File: config.mk
export PLATFORM = sky130hd
export DESIGN_NAME = frrc_ram
export DESIGN_NICKNAME = d
export VERILOG_FILES = /design/src/hw/rtl/frrc_ram.sv
export SDC_FILE = /design/constraint.sdc
export NUM_CORES = 1
export LEC_CHECK = 0
export BUFFER_PORTS_ARGS = -buffer_cell sky130_fd_sc_hd__buf_2
export CAP_MARGIN = 20
export CORE_ASPECT_RATIO = 1.75
export CORE_MARGIN = 10
export CORE_UTILIZATION = 54
export CTS_BUF_LIST = sky130_fd_sc_hd__clkbuf_8 sky130_fd_sc_hd__clkbuf_16
export DETAILED_ROUTE_END_ITERATION = 6
export PLACE_DENSITY_LB_ADDON = 0.05
export RECOVER_POWER = 100
export SKIP_CTS_REPAIR_TIMING = 1
export SLEW_MARGIN = 20
export SYNTH_ARGS = -nofsm -noshare
export SYNTH_HDL_FRONTEND = slang
export SYNTH_SLANG_ARGS = --single-unit
File: constraint.sdc
create_clock -name clk -period 1.91 [get_ports clk]
set_input_delay 0.382 -clock clk [delete_from_list [all_inputs] [get_ports clk]]
set_output_delay 0.382 -clock clk [all_outputs]
set_load 0.01 [all_outputs]
File: src/hw/rtl/frrc_ram.sv
`timescale 1ns / 1ps
`default_nettype none

// Simple dual-port RAM: one write port, one registered read port
module frrc_ram #(
    parameter int unsigned WIDTH = 8,
    parameter int unsigned DEPTH = 16
) (
    input  wire logic                     clk,
    input  wire logic                     wr_en,
    input  wire logic [$clog2(DEPTH)-1:0] wr_addr,
    input  wire logic [WIDTH-1:0]         wr_data,
    input  wire logic                     rd_en,
    input  wire logic [$clog2(DEPTH)-1:0] rd_addr,
    output logic      [WIDTH-1:0]         rd_data
);

    logic [WIDTH-1:0] mem [DEPTH];

    always_ff @(posedge clk)
    begin
        if (wr_en)
        begin
            mem[wr_addr] <= wr_data;
        end
        if (rd_en)
        begin
            rd_data <= mem[rd_addr];
        end
    end

endmodule

`default_nettype wire

; ---- Word level (Yosys, flattened, before mapping)
; Memory sizes are Yosys's and may differ from the RTL's. A register that Yosys moved wholly into a read port is not among the register bits.
; Cells that the tools add are included.
[totals]
reg_bits = 0
latch_bits = 0
mem_bits_rw = 128
rom_bits = 0
inputBits = 19
output_inout_bits = 8
word_cells = 3
n_memories = 1
[memory_table]
columns = name, words, word_bits, rd, rd_ports_with_merged_regs, write_ports, line_no
row1 = mem, 16, 8, 1, 1, 1, 18  ; logic [WIDTH-1:0] mem [DEPTH];
[op_classes]
add_sub_neg = 0
mul = 0
div_mod_pow = 0
magnitude_cmp = 0
n_eq_ne = 0
n_shift = 0
mux = 2
n_bitwise = 0
n_reduce_logical = 0
[op_table]
columns = op, n
row1 = 2-to-1 mux 1 bit, 2

; ---- Logic depth before layout (Yosys ltp)
[depth]
ltp_word = 2
ltp_mapped = 5

; ---- Worst setup path after synthesis
; Ideal clock, no wire load.
[synth_timing]
path_kind = input-to-reg
from = in wr_addr[2]
to = mem mem[0][0] (enable)
setup_ns = 0.383
t_arrival_ns = 1.492
path_slack_ns = 0.035
path_stages = 2
path_buffers = 0
path_cell_list = or3b_2 -> nor3_1
[synth_rtl]
columns = element, line_no
row1 = start: declaration, 11  ; input wire logic [$clog2(DEPTH)-1:0] wr_addr,
row2 = end: declaration, 18
; No word-level cell before the write port.

==> report_table.html <==
<table>
<tr><th>Metric</th><th>Value</th></tr>
<tr><th colspan="2">Run status</th></tr>
<tr><td>Status</td><td>finished clean</td></tr>
<tr><th colspan="2">Clock network</th></tr>
<tr><td>Max clock buf depth</td><td>2</td></tr>
<tr><td>Total CTS buffers</td><td>17</td></tr>
<tr><td>TritonCTS sink count</td><td>136</td></tr>
<tr><td>Number of levels the H-tree was split into</td><td>4</td></tr>
<tr><td>CTS tree</td><td>yes</td></tr>
<tr><td>Root buffer cell</td><td>clkbuf_16</td></tr>
<tr><td>Later-pin clock latency in the skew report</td><td>410 ps</td></tr>
<tr><td>Clock input transition at the sequential cells of the worst setup and hold paths</td><td>50 ps</td></tr>
<tr><th colspan="2">Critical path</th></tr>
<tr><td>Crit path capture type</td><td>flop</td></tr>
<tr><td>Data arrival time of the critical path</td><td>1810 ps</td></tr>
<tr><td>Biggest fanout along the worst timing path</td><td>20</td></tr>
<tr><td>CP required</td><td>2070 ps</td></tr>
<tr><td>Kind of start point of the critical path</td><td>input pin</td></tr>
<tr><td>Worst setup path category</td><td>in -&gt; reg</td></tr>
<tr><th colspan="2">Final layout</th></tr>
<tr><td>Area added between synthesis and finish</td><td>16.6%</td></tr>
<tr><td>Commonest non-fill, non-tap cells in the layout</td><td>edfxtp_1 (136), clkbuf_1 (36), mux4_2 (18)</td></tr>
<tr><td>Layout net count</td><td>306</td></tr>
<tr><td>Antenna fix cells</td><td>0</td></tr>
<tr><td>Number of filler instances in the final layout</td><td>662</td></tr>
<tr><td>Share of final-layout standard cells stronger than drive strength 1</td><td>0.193</td></tr>
<tr><td>Final instance count without filler cells</td><td>422</td></tr>
<tr><td>Summed area of non-filler cells in the final layout</td><td>0.00609 mm²</td></tr>
<tr><td>Most common cell after layout, fill and taps aside</td><td>edfxtp_1</td></tr>
<tr><th colspan="2">Detailed routing</th></tr>
<tr><td>Drt pass-1 iters</td><td>4</td></tr>
<tr><td>Total Routed Length</td><td>10,100 µm</td></tr>
<tr><td>Post-detailed-route via-to-cell ratio</td><td>5.87</td></tr>
<tr><td>Mean routed wirelength per cell</td><td>23.9 µm</td></tr>
<tr><td>Residual antenna-violating net count after detailed routing</td><td>0</td></tr>
<tr><td>Number of violations reported at the end of detailed-routing iteration 0</td><td>204</td></tr>
<tr><td>Vias</td><td>2,478</td></tr>
<tr><td>DRC errors left</td><td>0</td></tr>
<tr><th colspan="2">Floorplan</th></tr>
<tr><td>Core box area</td><td>0.00947 mm²</td></tr>
<tr><td>Die span in x</td><td>94.4 µm</td></tr>
<tr><td>Boundary Pins</td><td>27</td></tr>
<tr><td>Height of the die</td><td>150 µm</td></tr>
<tr><td>Die Footprint</td><td>0.0142 mm²</td></tr>
<tr><td>Total number of placement rows</td><td>47</td></tr>
<tr><td>Initial core utilization</td><td>0.552</td></tr>
<tr><th colspan="2">Logic synthesis</th></tr>
<tr><td>Flip-flop and latch count after synthesis</td><td>136</td></tr>
<tr><td>Number of nets produced by synthesis</td><td>248</td></tr>
<tr><td>Number of warning messages in the yosys log</td><td>0</td></tr>
<tr><td>Synthesized area divided by synthesized cell count</td><td>22.8 µm²</td></tr>
<tr><td>Portion of synthesized cell area occupied by the leading cell type</td><td>0.781</td></tr>
<tr><td>Post-synthesis cell area</td><td>0.00523 mm²</td></tr>
<tr><td>Post-synthesis cell count</td><td>229</td></tr>
<tr><td>Leading post-synthesis cells by cell area</td><td>edfxtp_1 (78%), mux4_2 (7.8%), mux4_1 (7.0%), a22oi_1 (2.3%), nor2_1 (0.93%)</td></tr>
<tr><td>Yosys top cell by area</td><td>edfxtp_1</td></tr>
<tr><td>Fraction of the yosys area taken by sequential cells</td><td>0.781</td></tr>
<tr><td>Distinct cell type count after synthesis</td><td>18</td></tr>
<tr><th colspan="2">STA</th></tr>
<tr><td>Final setup violation count</td><td>0</td></tr>
<tr><td>FMAX</td><td>606 MHz</td></tr>
<tr><td>Number of hold violations in the final report</td><td>0</td></tr>
<tr><td>Worst-case setup margin in the final layout</td><td>260 ps</td></tr>
<tr><td>Final period util</td><td>0.864</td></tr>
<tr><td>Max-slew violation total from the final report</td><td>0</td></tr>
<tr><td>Rel. slew slack</td><td>0.539</td></tr>
<tr><td>Transition time of the tightest slew-check pin</td><td>691 ps</td></tr>
<tr><td>RSZ-0062 raised after global routing</td><td>no</td></tr>
<tr><td>Final worst clock skew</td><td>5.82 ps</td></tr>
<tr><td>Tmin final</td><td>1650 ps</td></tr>
<tr><td>Post-Route Setup TNS</td><td>0 ps</td></tr>
<tr><th colspan="2">Run</th></tr>
<tr><td>Number of violations of the max-capacitance limit</td><td>0</td></tr>
<tr><th colspan="2">Power and ir drop</th></tr>
<tr><td>Worst IR drop on VDD</td><td>0.771 mV</td></tr>
<tr><td>Leak pwr</td><td>2.00 nW</td></tr>
<tr><td>Power density over cell area</td><td>1100 mW/mm²</td></tr>
<tr><th colspan="2">Placement</th></tr>
<tr><td>Gpl congestion</td><td>0.732</td></tr>
<tr><td>Placed cells</td><td>390</td></tr>
<tr><td>Estimated wirelength of the detail-placed design</td><td>6670 µm</td></tr>
<tr><td>Dpl cell area</td><td>0.00563 mm²</td></tr>
<tr><td>Port buffer count</td><td>26</td></tr>
<tr><td>Worst slack at placement</td><td>-47.6 ps</td></tr>
<tr><th colspan="2">Global route</th></tr>
<tr><td>Wire length of the first global-routing pass</td><td>15,500 µm</td></tr>
<tr><td>Global-route total usage across every layer</td><td>0.156</td></tr>
<tr><td>Number of antenna violations at the first check in global routing</td><td>0</td></tr>
<tr><td>Met1 usage in global routing</td><td>0.178</td></tr>
<tr><td>Largest net degree at the start of global routing</td><td>33</td></tr>
<tr><td>Grt total ovfl</td><td>0</td></tr>
<tr><td>Peak-usage layer in the global routing report</td><td>met2</td></tr>
<tr><td>Vias in the first global route</td><td>2,642</td></tr>
<tr><td>Met2 Resource Use GR</td><td>0.262</td></tr>
<tr><td>Met3 usage</td><td>0.0538</td></tr>
<tr><th colspan="2">Worst hold path</th></tr>
<tr><td>Class of the most critical hold timing path</td><td>in -&gt; reg</td></tr>
</table>
-- kinds of logic (layout without fill, tap and decap cells) --
kind of cell,after synthesis,after routing,synth area share
AND/OR/NAND/NOR,35,35,0.0314
buffers and inverters,10,81,0.0165
AO/OA/AOI/OAI,16,16,0.0230
flip-flops,136,136,0.781
multiplexers,32,32,0.148
-- synth_stat cells (all sizes together) --
| master | number |
|---|---|
| edfxtp | 136 |
| mux4 | 32 |
| a22oi | 16 |
| nor2 | 13 |
| nand2 | 9 |
| buf | 7 |
| nor3 | 4 |
| clkdlybuf4s25 | 3 |
| nand2b | 2 |
| nand3b | 2 |
| and2 | 1 |
| and2b | 1 |
| nand3 | 1 |
| nor2b | 1 |
| or3b | 1 |
-- stage by stage --
stage	power, mW	hold slack [ps]	util
finish	6.68	450	0.644
global route	6.91	453	0.644
CTS	6.76	323	0.653
detailed placement	3.77	747	0.595
global placement	3.76	730	0.595
floorplan	3.61	481	-
-- final cells by class --
cell class | count | area, µm² | area share
multi-input combinational | 83 | 1060 | 0.173
tap | 122 | 153 | 0.0250
clock buffer | 17 | 425 | 0.0698
sequential | 136 | 4080 | 0.670
timing repair buffer | 49 | 255 | 0.0419
clock inverter | 15 | 120 | 0.0197
-- critical path, stage by stage --
cell and delay, ps:
clkbuf_1 220, buf_12 240, mux4_1 590, a22oi_1 270
nand2_1 100
-- registers in the layout, indices dropped and copies added, names as in the netlist --
name,cells
rd_data,8
mem,128
-- report_power, final --
part | leakage [nW] | internal (mW) | switching, mW | total [mW]
sequential | 1.24 | 3.37 | 0.0171 | 3.38
combinational | 0.483 | 0.127 | 0.179 | 0.306
clock | 0.282 | 1.87 | 1.12 | 2.99
-- per-layer routing --
layer	vias to the layer above	wire length, µm
li1	1100	-
met1	1308	3950
met2	58	5670
met3	12	379
met4	0	109
met5	-	0
-- final timing paths --
kind | start | to | slack (ps) | cells past startpoint
max reg2reg | mem[1][3] | rd_data[3] | 400 | 3
min reg2reg | mem[14][6] | rd_data[6] | 760 | 3
max | rd_addr[0] | rd_data[3] | 260 | 5
min | rd_en | rd_data[4] | 450 | 1
Note: power is estimated with default switching activity, not from simulation.
